## src/sv/b64c_pkg.sv

```systemverilog
// Shared types, constants and alphabet functions for the Base64 codec.
// No dependencies; used by every codec module.
package b64c_pkg;

  localparam int QDEPTH = 4;
  localparam int QPTR_W = (QDEPTH > 1) ? $clog2(QDEPTH) : 1;
  localparam int QCNT_W = $clog2(QDEPTH + 1);

  localparam logic [7:0] PAD_CHAR = 8'h3D;

  localparam logic MODE_ENC = 1'b0;
  localparam logic MODE_DEC = 1'b1;

  // One queued job: up to four results from one accepted item.
  typedef struct packed {
    logic [3:0][7:0] chars;     // result data, chars[0] goes out first
    logic [1:0]      last_idx;  // index of the final result of the job
    logic            dvalid;    // 0 on a bare end marker
    logic            last;      // final result of the job ends the message
    logic            bad;       // sticky error, reported with last
  } job_t;

  typedef struct packed {
    logic full;
    logic empty;
  } q_stat_t;

  function automatic logic [7:0] enc_char(input logic [5:0] v);
    logic [7:0] w;
    logic [7:0] c;
    w = {2'b00, v};
    if (w < 8'd26)      c = 8'h41 + w;
    else if (w < 8'd52) c = 8'h61 + (w - 8'd26);
    else if (w < 8'd62) c = 8'h30 + (w - 8'd52);
    else if (w == 8'd62) c = 8'h2B;
    else                c = 8'h2F;
    return c;
  endfunction

  // Returns {ok, value}; ok is 0 for a character outside the alphabet.
  function automatic logic [6:0] dec_val(input logic [7:0] c);
    logic [7:0] d;
    logic       ok;
    ok = 1'b1;
    d  = 8'h00;
    if (c >= 8'h41 && c <= 8'h5A)      d = c - 8'h41;
    else if (c >= 8'h61 && c <= 8'h7A) d = c - 8'h61 + 8'd26;
    else if (c >= 8'h30 && c <= 8'h39) d = c - 8'h30 + 8'd52;
    else if (c == 8'h2B)               d = 8'd62;
    else if (c == 8'h2F)               d = 8'd63;
    else                               ok = 1'b0;
    return {ok, d[5:0]};
  endfunction

endpackage

```

## src/sv/b64c_front.sv

```systemverilog
// Front end: accepts items, holds the message state and builds at most one job per item.
// Depends on b64c_pkg.
module b64c_front (
  input  logic              clk,
  input  logic              rst_n,
  input  logic              cfg_valid,
  input  logic              cfg_data,
  input  logic              in_tvalid,
  output logic              in_tready,
  input  logic [7:0]        in_tdata,
  input  logic              in_tlast,
  input  b64c_pkg::q_stat_t q_stat,
  output logic              push,
  output b64c_pkg::job_t    job
);
  import b64c_pkg::*;

  logic       mode_r,        mode_nxt;
  logic [1:0] group_phase_r, group_phase_nxt;
  logic [5:0] bit_carry_r,   bit_carry_nxt;
  logic [2:0] carry_count_r, carry_count_nxt;
  logic       pad_seen_r,    pad_seen_nxt;
  logic       error_seen_r,  error_seen_nxt;

  logic       accept;
  logic [6:0] dv;
  logic [5:0] v;
  logic       emit;
  logic       err_now;

  assign in_tready = !q_stat.full;
  assign accept    = in_tvalid && in_tready;
  assign dv        = dec_val(in_tdata);
  assign v         = dv[5:0];

  always_comb begin
    mode_nxt        = mode_r;
    group_phase_nxt = group_phase_r;
    bit_carry_nxt   = bit_carry_r;
    carry_count_nxt = carry_count_r;
    pad_seen_nxt    = pad_seen_r;
    error_seen_nxt  = error_seen_r;
    job             = '0;
    job.last        = in_tlast;
    emit            = 1'b0;
    err_now         = error_seen_r;

    if (mode_r == MODE_ENC) begin
      job.dvalid = 1'b1;
      emit       = 1'b1;
      unique case (group_phase_r)
        2'd0: begin
          job.chars[0]    = enc_char(in_tdata[7:2]);
          job.chars[1]    = enc_char({in_tdata[1:0], 4'b0000});
          job.chars[2]    = PAD_CHAR;
          job.chars[3]    = PAD_CHAR;
          job.last_idx    = in_tlast ? 2'd3 : 2'd0;
          bit_carry_nxt   = {4'b0000, in_tdata[1:0]};
          group_phase_nxt = 2'd1;
        end
        2'd1: begin
          job.chars[0]    = enc_char({bit_carry_r[1:0], in_tdata[7:4]});
          job.chars[1]    = enc_char({in_tdata[3:0], 2'b00});
          job.chars[2]    = PAD_CHAR;
          job.last_idx    = in_tlast ? 2'd2 : 2'd0;
          bit_carry_nxt   = {2'b00, in_tdata[3:0]};
          group_phase_nxt = 2'd2;
        end
        default: begin
          job.chars[0]    = enc_char({bit_carry_r[3:0], in_tdata[7:6]});
          job.chars[1]    = enc_char(in_tdata[5:0]);
          job.last_idx    = 2'd1;
          bit_carry_nxt   = '0;
          group_phase_nxt = 2'd0;
        end
      endcase
    end else begin
      if (!pad_seen_r) begin
        if (in_tdata == PAD_CHAR) begin
          pad_seen_nxt = 1'b1;
        end else if (!dv[6]) begin
          err_now = 1'b1;
        end else begin
          unique case (carry_count_r[2:1])
            2'd0: begin
              bit_carry_nxt   = v;
              carry_count_nxt = 3'd6;
            end
            2'd1: begin
              job.chars[0]    = {bit_carry_r[1:0], v};
              emit            = 1'b1;
              bit_carry_nxt   = '0;
              carry_count_nxt = 3'd0;
            end
            2'd2: begin
              job.chars[0]    = {bit_carry_r[3:0], v[5:2]};
              emit            = 1'b1;
              bit_carry_nxt   = {4'b0000, v[1:0]};
              carry_count_nxt = 3'd2;
            end
            default: begin
              job.chars[0]    = {bit_carry_r[5:0], v[5:4]};
              emit            = 1'b1;
              bit_carry_nxt   = {2'b00, v[3:0]};
              carry_count_nxt = 3'd4;
            end
          endcase
        end
      end
      error_seen_nxt = err_now;
      job.dvalid     = emit;
      job.bad        = err_now;
      // a last item with no byte still sends a bare end marker
      emit           = emit || in_tlast;
    end

    if (!accept) begin
      mode_nxt        = mode_r;
      group_phase_nxt = group_phase_r;
      bit_carry_nxt   = bit_carry_r;
      carry_count_nxt = carry_count_r;
      pad_seen_nxt    = pad_seen_r;
      error_seen_nxt  = error_seen_r;
    end else if (in_tlast) begin
      group_phase_nxt = '0;
      bit_carry_nxt   = '0;
      carry_count_nxt = '0;
      pad_seen_nxt    = 1'b0;
      error_seen_nxt  = 1'b0;
    end

    if (cfg_valid) begin
      mode_nxt        = cfg_data;
      group_phase_nxt = '0;
      bit_carry_nxt   = '0;
      carry_count_nxt = '0;
      pad_seen_nxt    = 1'b0;
      error_seen_nxt  = 1'b0;
    end
  end

  assign push = accept && emit;

  always_ff @(posedge clk) begin
    if (!rst_n) begin
      mode_r        <= MODE_ENC;
      group_phase_r <= '0;
      bit_carry_r   <= '0;
      carry_count_r <= '0;
      pad_seen_r    <= 1'b0;
      error_seen_r  <= 1'b0;
    end else begin
      mode_r        <= mode_nxt;
      group_phase_r <= group_phase_nxt;
      bit_carry_r   <= bit_carry_nxt;
      carry_count_r <= carry_count_nxt;
      pad_seen_r    <= pad_seen_nxt;
      error_seen_r  <= error_seen_nxt;
    end
  end

endmodule

```

## src/sv/b64c_queue.sv

```systemverilog
// Short job queue between the front end and the back end.
// Depends on b64c_pkg.
module b64c_queue (
  input  logic              clk,
  input  logic              rst_n,
  input  logic              push,
  input  b64c_pkg::job_t    wr_job,
  input  logic              pop,
  output b64c_pkg::job_t    head,
  output b64c_pkg::q_stat_t q_stat
);
  import b64c_pkg::*;

  job_t              slot_r [QDEPTH];
  logic [QPTR_W-1:0] wr_ptr_r, wr_ptr_nxt;
  logic [QPTR_W-1:0] rd_ptr_r, rd_ptr_nxt;
  logic [QCNT_W-1:0] count_r,  count_nxt;
  logic              do_push, do_pop;

  assign q_stat.full  = (count_r == QCNT_W'(QDEPTH));
  assign q_stat.empty = (count_r == '0);
  assign do_push      = push && !q_stat.full;
  assign do_pop       = pop && !q_stat.empty;
  assign head         = slot_r[rd_ptr_r];

  always_comb begin
    wr_ptr_nxt = wr_ptr_r;
    rd_ptr_nxt = rd_ptr_r;
    count_nxt  = count_r;
    if (do_push) begin
      wr_ptr_nxt = (wr_ptr_r == QPTR_W'(QDEPTH - 1)) ? '0 : wr_ptr_r + 1'b1;
    end
    if (do_pop) begin
      rd_ptr_nxt = (rd_ptr_r == QPTR_W'(QDEPTH - 1)) ? '0 : rd_ptr_r + 1'b1;
    end
    if (do_push && !do_pop) begin
      count_nxt = count_r + 1'b1;
    end else if (do_pop && !do_push) begin
      count_nxt = count_r - 1'b1;
    end
  end

  always_ff @(posedge clk) begin
    if (!rst_n) begin
      wr_ptr_r <= '0;
      rd_ptr_r <= '0;
      count_r  <= '0;
    end else begin
      wr_ptr_r <= wr_ptr_nxt;
      rd_ptr_r <= rd_ptr_nxt;
      count_r  <= count_nxt;
    end
  end

  always_ff @(posedge clk) begin
    if (do_push) begin
      slot_r[wr_ptr_r] <= wr_job;
    end
  end

endmodule

```

## src/sv/b64c_back.sv

```systemverilog
// Back end: walks the head job one result at a time into the output register.
// Depends on b64c_pkg.
module b64c_back (
  input  logic              clk,
  input  logic              rst_n,
  input  b64c_pkg::job_t    head,
  input  b64c_pkg::q_stat_t q_stat,
  output logic              pop,
  output logic              out_tvalid,
  input  logic              out_tready,
  output logic [7:0]        out_tdata,
  output logic              out_tlast,
  output logic [1:0]        out_tuser
);
  import b64c_pkg::*;

  logic       out_tvalid_r, out_tvalid_nxt;
  logic [1:0] idx_r,        idx_nxt;
  logic [7:0] out_tdata_r;
  logic       out_tlast_r;
  logic [1:0] out_tuser_r;
  logic       load;
  logic       at_end;

  assign load   = !q_stat.empty && (!out_tvalid_r || out_tready);
  assign at_end = (idx_r == head.last_idx);
  assign pop    = load && at_end;

  always_comb begin
    out_tvalid_nxt = out_tvalid_r;
    idx_nxt        = idx_r;
    if (load) begin
      out_tvalid_nxt = 1'b1;
      idx_nxt        = at_end ? 2'd0 : idx_r + 2'd1;
    end else if (out_tready) begin
      out_tvalid_nxt = 1'b0;
    end
  end

  always_ff @(posedge clk) begin
    if (!rst_n) begin
      out_tvalid_r <= 1'b0;
      idx_r        <= '0;
    end else begin
      out_tvalid_r <= out_tvalid_nxt;
      idx_r        <= idx_nxt;
    end
  end

  // tuser: bit 0 data valid, bit 1 bad character (only on the final result)
  always_ff @(posedge clk) begin
    if (load) begin
      out_tdata_r <= head.dvalid ? head.chars[idx_r] : 8'h00;
      out_tlast_r <= head.last && at_end;
      out_tuser_r <= {head.last && at_end && head.bad, head.dvalid};
    end
  end

  assign out_tvalid = out_tvalid_r;
  assign out_tdata  = out_tdata_r;
  assign out_tlast  = out_tlast_r;
  assign out_tuser  = out_tuser_r;

endmodule

```

## src/sv/base64_codec_unit.sv

```systemverilog
// Base64 codec top level (standard alphabet, '=' padding).
// Depends on b64c_pkg, b64c_front, b64c_queue and b64c_back.
// Usage:
//  - cfg channel: cfg_data is the mode (0 encode, 1 decode). cfg_ready is
//    always high; a transfer sets the mode and clears the message state.
//    Write it only while the block is idle.
//  - in channel: one byte (encode) or character (decode) per transfer,
//    in_tlast marks the last item of a message.
//  - out channel: one character or byte per transfer. out_tlast marks the
//    final result of a message; out_tuser[0] is 0 on a bare end marker
//    (decode end with no byte), out_tuser[1] is the sticky bad-character flag
//    and is only set with out_tlast.
//  - Path: an accepted item is written into the job queue; the back end
//    then loads its first result into the output register.
//  - Throughput: the back end sends one result per cycle while out_tready
//    is high; an item yields up to four results, encode four characters
//    per three bytes and decode three bytes per four characters. The front
//    end takes an item per cycle until the four-job queue fills.
//  - Receiver stall: the output register holds, the queue fills, then
//    in_tready drops. Reset clears mode to encode and empties the queue.
module base64_codec_unit (
  input  logic       clk,
  input  logic       rst_n,
  // configuration write
  input  logic       cfg_valid,
  output logic       cfg_ready,
  input  logic       cfg_data,    // mode
  // input stream
  input  logic       in_tvalid,
  output logic       in_tready,
  input  logic [7:0] in_tdata,    // [7:0] in_data
  input  logic       in_tlast,    // in_last
  // result stream
  output logic       out_tvalid,
  input  logic       out_tready,
  output logic [7:0] out_tdata,   // [7:0] out_data
  output logic       out_tlast,   // out_last
  output logic [1:0] out_tuser    // [0] out_valid, [1] bad_char
);
  import b64c_pkg::*;

  job_t    wr_job;
  job_t    head;
  q_stat_t q_stat;
  logic    push;
  logic    pop;

  assign cfg_ready = 1'b1;

  b64c_front u_front (
    .clk       (clk),
    .rst_n     (rst_n),
    .cfg_valid (cfg_valid),
    .cfg_data  (cfg_data),
    .in_tvalid (in_tvalid),
    .in_tready (in_tready),
    .in_tdata  (in_tdata),
    .in_tlast  (in_tlast),
    .q_stat    (q_stat),
    .push      (push),
    .job       (wr_job)
  );

  b64c_queue u_queue (
    .clk    (clk),
    .rst_n  (rst_n),
    .push   (push),
    .wr_job (wr_job),
    .pop    (pop),
    .head   (head),
    .q_stat (q_stat)
  );

  b64c_back u_back (
    .clk        (clk),
    .rst_n      (rst_n),
    .head       (head),
    .q_stat     (q_stat),
    .pop        (pop),
    .out_tvalid (out_tvalid),
    .out_tready (out_tready),
    .out_tdata  (out_tdata),
    .out_tlast  (out_tlast),
    .out_tuser  (out_tuser)
  );

endmodule

```

## config.mk

```make
export PLATFORM = sky130hd
export DESIGN_NAME = base64_codec_unit
export DESIGN_NICKNAME = d
export VERILOG_FILES = /design/src/sv/b64c_pkg.sv /design/src/sv/b64c_front.sv /design/src/sv/b64c_queue.sv /design/src/sv/b64c_back.sv /design/src/sv/base64_codec_unit.sv
export SDC_FILE = /design/constraint.sdc
export NUM_CORES = 1
export LEC_CHECK = 0
export ABC_AREA = 1
export BUFFER_PORTS_ARGS = -buffer_cell sky130_fd_sc_hd__clkbuf_2
export CAP_MARGIN = 20
export CORE_MARGIN = 2
export CORE_UTILIZATION = 34
export DETAILED_ROUTE_END_ITERATION = 7
export GPL_TIMING_DRIVEN = 0
export PLACE_DENSITY_LB_ADDON = 0.3
export SYNTH_ARGS = -nofsm -noshare
export SYNTH_HDL_FRONTEND = slang
export SYNTH_SLANG_ARGS = --single-unit
export TNS_END_PERCENT = 50
```

## constraint.sdc

```tcl
create_clock -name clk -period 4.67 [get_ports clk]
set_clock_uncertainty 0.05 [all_clocks]
set_input_delay 0.934 -clock clk [delete_from_list [all_inputs] [get_ports clk]]
set_output_delay 0.934 -clock clk [all_outputs]
set_load 0.02 [all_outputs]
```

Yosys cells after proc, flatten, opt, wreduce, memory -nomap -nowiden
Memories as Yosys holds them, arrays and structs flattened. A register that Yosys moved wholly into a read port is not among the register bits. Index checks and enable logic that the tools add are counted.

Register bits: 35. Bits in latches: 0. Memory bits (writable): 140. Bits in read-only memories: 0. Output and inout bits: 14. Memories: 1.

Add/subtract/negate cells: 38. $mul: 0. Div/mod/pow operators: 0. Order comparisons: 22. Equality and inequality tests: 20. Shift-type cells: 0. Muxes and demuxes: 87. Bitwise logic cells: 1. Reductions and logical operators: 33.

Memory list: u_queue.slot_r (depth 4, bits a word 35, read ports 1, clocked after Yosys merged registers in 1, write ports 1, RTL line b64c_queue.sv:14) `job_t slot_r [QDEPTH];`.

Operators with widths (number): 8-bit 2-to-1 mux (20); 6-bit 2-to-1 mux (12); 6-bit < comparator, second input constant (9); 7-bit by 6-bit adder with 8-bit output, first input constant (6); 7-bit by 8-bit adder with 8-bit output, first input constant (6); 6-bit by 5-bit subtractor with 7-bit output, second input constant (6); 6-bit by 8-bit adder with 8-bit output, first input constant (5); 6-bit by 5-bit < comparator with 1-bit output, second input constant (6); 18-bit case mux with 2 select lines (1); 6-bit by 6-bit subtractor with 7-bit output, second input constant (5); 3-bit 2-to-1 mux (11); 1-bit 2-to-1 mux (26); 6-bit equality test, second input constant (4); 8-bit by 6-bit equality test with 1-bit output, second input constant (3); 8-bit case mux with 3 select lines (1); 22-bit 2-to-1 mux (1); 2-bit 2-to-1 mux (10); 6-bit case mux with 3 select lines (1); 8-bit binary-select mux with 2-bit select (1); 8-bit by 7-bit >= comparator with 1-bit output, second input constant (2); 8-bit by 7-bit <= comparator with 1-bit output, second input constant (2); 1-bit logical AND (13); 6-bit subtractor, second input constant (2); 3-bit inequality test, second input constant (3); 27 further kinds (45).

Logic depth before layout (Yosys ltp)
Depth after elaboration: 18. Gate-level depth with buffers: 25. Gate-level depth less buffers: 23.

Cells and area by module
A second synthesis with hierarchy kept.

Cell total of the unflattened synthesis: 1298. Area, all modules: 11105.7 sq um.

Modules (own cells, without submodules): b64c_queue (instances 1, cells an instance 430, area each 5985.7 sq um, sequential area each 4624.4 sq um); b64c_front (instances 1, cells an instance 762, area each 4305.4 sq um, sequential area each 260.2 sq um); b64c_back (instances 1, cells an instance 104, area each 803.3 sq um, sequential area each 390.4 sq um); base64_codec_unit (instances 1, cells an instance 2, area each 11.3 sq um, sequential area each 0.0 sq um).

Worst setup path before layout
Ideal clock, no wire load.

Path kind: in2reg. From: input in_tdata[6]. To: memory u_queue.slot_r[0][0] (netlist name), enable pin. Setup time: 0.403 ns. Data arrival time: 3.358 ns. Required time: 4.217 ns. Slack: 0.859 ns. Cell stages on the path: 15. Cell sequence: buf_2 > inv_1 > ha_1 > inv_2 > nor2_1 > nand2_1 > nand3_2 > nand2_4 > nand2_4 > nor2_4 > nor2_8 > nand2_4 > nand2_4 > nand2_4 > nor2_1.

Cells in the longest elaborated chain, start to end: 16. Elaborated cells between the ends (all ways): 27.

RTL lines: from (decl) (RTL line base64_codec_unit.sv:31) `input logic [7:0] in_tdata,`; branches (longest 7 deep; another with 8-bit by 6-bit >= comparator with 1-bit output); 1-bit 2-to-1 mux * (RTL line b64c_front.sv:79) `if (in_tdata == PAD_CHAR) begin`; 1-bit 2-to-1 mux * (RTL line b64c_front.sv:78) `if (!pad_seen_r) begin`; 1-bit 2-to-1 mux * (RTL line b64c_front.sv:48) `if (mode_r == MODE_ENC) begin`; 1-bit logical OR * (RTL line b64c_front.sv:114) `emit = emit || in_tlast;`; 1-bit 2-to-1 mux * (RTL line b64c_front.sv:48); 1-bit logical AND * (RTL line b64c_front.sv:142) `assign push = accept && emit;`; 1-bit logical AND * (RTL line b64c_queue.sv:22) `assign do_push = push && !q_stat.full;`; 1-bit 2-to-1 mux * (RTL line b64c_queue.sv:56) `if (do_push) begin`; 1-bit 2-to-1 mux (implied by the code) * (RTL line b64c_queue.sv:57) `slot_r[wr_ptr_r] <= wr_job;`; to (decl) (RTL line b64c_queue.sv:14).

Mark *: on every way between the ends. The select of a mux whose other input is x is not followed.

Worst setup path after layout
From: input in_tdata[6]. To: register u_queue.count_r[1].

Elaborated cells between the ends (all ways): 30.

RTL lines: branches (longest 7 deep; another with 8-bit by 6-bit >= comparator with 1-bit output); 1-bit 2-to-1 mux * (RTL line b64c_front.sv:79); 1-bit 2-to-1 mux * (RTL line b64c_front.sv:78); 1-bit 2-to-1 mux * (RTL line b64c_front.sv:48); 1-bit logical OR * (RTL line b64c_front.sv:114); 1-bit 2-to-1 mux * (RTL line b64c_front.sv:48); 1-bit logical AND * (RTL line b64c_front.sv:142); 1-bit logical AND * (RTL line b64c_queue.sv:22); named net u_queue.do_push (RTL line b64c_queue.sv:18) `logic do_push, do_pop;`; 1-bit logical AND * (RTL line b64c_queue.sv:36) `if (do_push && !do_pop) begin`; 3-bit 2-to-1 mux * (RTL line b64c_queue.sv:36); named net u_queue.count_nxt[1] (RTL line b64c_queue.sv:17) `logic [QCNT_W-1:0] count_r, count_nxt;`; to (signal assigned) (RTL line b64c_queue.sv:51) `count_r <= count_nxt;`; to (decl) (RTL line b64c_queue.sv:17).

Mark *: on every way through the listed nets, which the timed path passes. The select of a mux whose other input is x is not followed. A chain may end at the register's enable or synchronous reset.

==> summary by stage <==
Global route
The wire length of the first global-routing pass is about 40000 um. The via count of the first global-routing pass came to 7201. The largest net degree at the start of global routing is 17.

Global routing used a little under a fifth of the available tracks across all layers. The initial antenna violation count is 0. The leftover overflow at the end of global routing is 0.

Logic synthesis
The synthesized netlist cell count is 1094. The portion of synthesized area spent on multiplexers is 0%. For this run, the number of Yosys warnings is 0. The total nets after synthesis is 1168. The number of enable flip-flop cells after synthesis is 103. The area share of the leading cell type in the synthesized netlist is 35.1%. Among all flip-flop cells after synthesis, the most frequent one is sky130_fd_sc_hd__edfxtp_1. The number of different library cells used by synthesis comes to 53. The average instance in the mapped netlist occupies 8.06 um2. By area the synthesized netlist is led by sky130_fd_sc_hd__edfxtp_1 35%, sky130_fd_sc_hd__nand2_1 9.3%, sky130_fd_sc_hd__ha_1 8.2%, sky130_fd_sc_hd__o21ai_0 5.8%, sky130_fd_sc_hd__dfxtp_1 5.7%. The dominant combinational cell family by area after synthesis is simple AND/OR/NAND/NOR gates. The synthesized netlist devotes 4.07% of its cell area to XOR and XNOR gates. Summing the areas of all compound-gate instances in the mapped netlist gives between 10% and 20% of the synthesized area. After Yosys synthesis, and, or, nand and nor cells account for 24.0% of the synthesized area.

The adder and majority gate portion of the synthesized area is under 10%. The post-synthesis instance area is 8820 um2. Of all cell types, the one taking the most synthesized area is sky130_fd_sc_hd__edfxtp_1. The flop and latch count out of synthesis is roughly 130. The sequential area share after synthesis is 40.7%. Of all flip-flops after synthesis, the portion carrying an async set or reset was 0%.

Pwr
The total power divided by cell area is 400 nW/um2. The largest vdd supply drop is 0.000274 V. The portion of total power attributed to sequential cells is 37.8%. Summed over all cells, the static leakage comes to about 0.0043 uW.

The net switching fraction of the power is 33.4%. The share of total power dissipated in combinational logic is 29.5%. In this run the power spent charging and discharging nets is 1350 uW. The clock network burns 32.7% of the power. Internal power comes to about 2700 uW.

Layout
From synthesis to final layout, the design area changed by 14.0%. The number of antenna diodes in the final layout is 0. Leaving out fill and tap cells, the most frequent cells in the layout are 219 x sky130_fd_sc_hd__nand2_1, 123 x sky130_fd_sc_hd__nor2_1, 106 x sky130_fd_sc_hd__inv_1. The filler cells instantiated in the layout total 2615. At the end of the flow, the number of nets in the layout was 1217.

The most common cell after layout, fill and taps aside is sky130_fd_sc_hd__nand2_1. The proportion of layout cells with a drive suffix above 1 is approximately 12%.

Clock network
The post-CTS clock slew at the launch and capture registers of the worst setup and hold paths is 0.06 ns. The H-tree generated during clock tree synthesis spans 4 levels. Post-CTS repair changed the size of 0 cells. The sink count of the clock tree is 128. TritonCTS built the clock tree. The clock tree root buffer cell is sky130_fd_sc_hd__clkbuf_16.

In this run the deepest clock path goes through 2 buffers. The later pin in the worst-skew pair is clocked with a latency of slightly above 0.4 ns. Post-CTS timing repair inserted 0 buffers for setup. Counting the buffers created by CTS gives 17.

Hold repair after CTS inserted 0 buffers.

Placement
Input and output buffers added on the ports amount to 26. Routability-driven placement finished with a final weighted congestion of 0.961. Detailed placement finished with a half-perimeter wire length of 18100 um. The setup slack after placement is 0.361 ns.

Timing
The total setup violations reported at the end of the flow is 0. Final hold analysis gives a worst-case slack of 0.424 ns. The maximum achievable frequency is 258 MHz. For the final routed database, the setup TNS stands at 0 ns. The number of max-slew violations in the final report came to 0. The final critical delay including setup and external delays is 3.88 ns. The number of hold violations in the final report is 0.

At the pin with the least slew margin, the transition time is 0.888 ns. The normalized max-slew margin is ~41%. The fraction of the cycle the final worst path needs is 83.2%. Setup repair after global routing left no endpoint under its margin. Across all setup checks in the final design, the least slack found is 0.787 ns.

Die
The number of placed I/O pins is 29. The die outline area is 27300 um2. The initial utilization of the core area, before any placement, comes to 34.8%. The width of the die is 165 um. The site row count is 58. From bottom edge to top edge, the die measures 165 um. The core region is 25300 um2.

Min path
The number of cells on the worst hold path is 2. The startpoint identified for the worst hold timing path is u_front.error_seen_r. The type of the most critical hold path is flop to flop. The endpoint with the worst hold slack is u_front.error_seen_r.

Drt
The number of nets with antenna violations after detailed routing is 0. The routed wire length is 24200 um. The detail-routed via count per cell is 5.06.

In the final routed layout, each cell accounts on average for about 16 um. The detailed router's first-iteration violation count is 559. The detailed-routing iteration count for the pre-antenna-repair pass is 5.

After detailed routing, the number of remaining DRC violations is 0. The final route contains 7517 vias.

Run status
The flow ran to the end, and the final reports show no timing, DRC or antenna violations.

Worst setup path
The endpoint type of the worst setup path is a flop. The data arrival time of the critical path is roughly 4.1 ns. The worst register-to-register path ends at u_queue.slot_r[0][10]. The worst register-to-register path begins at u_front.bit_carry_r[0]. The number of cells on the worst reg-to-reg path is 16. The required time at the worst-slack endpoint is 4.91 ns. The worst-path maximum fanout is 10. The path type of the worst setup path is input port to flop. The setup slack on the worst flop-to-flop path is 1.89 ns. The startpoint type of the worst setup path is an input port.

Run
The tool flagged a number of max-cap violations equal to 0.
==> per-layer routing <==
layer	wire length [um]	track usage, %
met1	11100	24.6
met2	11800	31.6
met3	1060	3.32
met4	312	4.47
met5	0	0
==> cells by family after synthesis <==
family | Yosys count
AOI/OAI and AO/OA | 224
other | 1
adders and majority gates | 59
and+or+nand+nor | 476
DFF | 128
buffers and inverters | 165
xor gates and xnor gates | 41
==> area by class of cell <==
class	count	area, um2	area share (%)
Tap cell	330	413	4.10
Multi-Input combinational cell	801	4530	45.0
Sequential cell	128	3590	35.7
Inverter	127	499	4.96
Timing Repair Buffer	30	215	2.14
Clock buffer	22	454	4.51
Buffer	38	215	2.14
Clock inverter	10	140	1.39
==> sequential cells by signal, indices dropped and copies added (netlist names), 2 cells and up, named ones only <==
register / count
u_back.idx_r: 2
u_back.out_tdata: 8
u_back.out_tuser: 2
u_front.bit_carry_r: 6
u_front.carry_count_r: 2
u_front.group_phase_r: 2
u_queue.count_r: 3
u_queue.rd_ptr_r: 2
u_queue.slot_r: 92
u_queue.wr_ptr_r: 2
==> synthesized netlist by cell type, types with 7 or more instances <==
cell / count
sky130_fd_sc_hd__dfxtp_1: 25
sky130_fd_sc_hd__xnor2_1: 11
sky130_fd_sc_hd__o211ai_1: 12
sky130_fd_sc_hd__inv_1: 106
sky130_fd_sc_hd__clkbuf_1: 17
sky130_fd_sc_hd__ha_1: 58
sky130_fd_sc_hd__o21ai_1: 9
sky130_fd_sc_hd__nand2_2: 15
sky130_fd_sc_hd__o22ai_1: 9
sky130_fd_sc_hd__xor2_1: 30
sky130_fd_sc_hd__nor2_1: 127
sky130_fd_sc_hd__a31oi_1: 8
sky130_fd_sc_hd__o221ai_1: 12
sky130_fd_sc_hd__a21oi_1: 50
sky130_fd_sc_hd__inv_2: 15
sky130_fd_sc_hd__nor3_1: 7
sky130_fd_sc_hd__nand2_1: 219
sky130_fd_sc_hd__nand3_1: 78
sky130_fd_sc_hd__o21ai_0: 102
sky130_fd_sc_hd__nand2_4: 12
sky130_fd_sc_hd__edfxtp_1: 103
sky130_fd_sc_hd__buf_2: 11
==> power by group through the flow <==
stage	combinational (uW)	sequential, uW	clock, uW
floorplan	748	1610	0
global placement	1150	1550	0
detailed placement	1190	1550	0
CTS	1200	1520	1340
global route	1350	1540	1390
finish	1190	1520	1320
==> worst max-delay path, cell delays in order <==
cell and delay, ns:
sky130_fd_sc_hd__clkbuf_2 0.13, sky130_fd_sc_hd__buf_2 0.22, sky130_fd_sc_hd__inv_1 0.40, sky130_fd_sc_hd__ha_1 0.31
sky130_fd_sc_hd__nand2_4 0.08, sky130_fd_sc_hd__nor3_1 0.45, sky130_fd_sc_hd__nor2_1 0.15, sky130_fd_sc_hd__inv_1 0.17
sky130_fd_sc_hd__nor2_8 0.07, sky130_fd_sc_hd__nand2_4 0.07, sky130_fd_sc_hd__nand2_4 0.06, sky130_fd_sc_hd__nand2_4 0.12
sky130_fd_sc_hd__inv_4 0.05, sky130_fd_sc_hd__ha_1 0.17, sky130_fd_sc_hd__inv_1 0.10, sky130_fd_sc_hd__fa_1 0.40
sky130_fd_sc_hd__o21ai_0 0.17, sky130_fd_sc_hd__a21oi_1 0.06
==> worst max-delay path by stage <==
| stage | start | end | depth (start not counted) |
|---|---|---|---|
| floorplan | in_tdata[6] | u_queue.slot_r[0][0] | 15 |
| global placement | in_tdata[6] | u_queue.slot_r[1][19] | 16 |
| detailed placement | in_tdata[6] | u_queue.count_r[1] | 18 |
| CTS | in_tdata[6] | u_queue.count_r[1] | 18 |
| global route | in_tdata[2] | u_queue.count_r[2] | 24 |
| finish | in_tdata[6] | u_queue.count_r[1] | 18 |
==> per-stage QoR <==
stage	power (uW)	cells	instance area, um2	util [%]
CTS	4060	1486	10100	39.7
detailed placement	2730	1454	9470	37.4
finish	4030	1486	10100	39.7
global placement	2700	1450	9370	37.0
floorplan	2360	1094	8820	-
global route	4280	1486	10100	39.7
No activity file was read; power rests on OpenSTA's default activity.
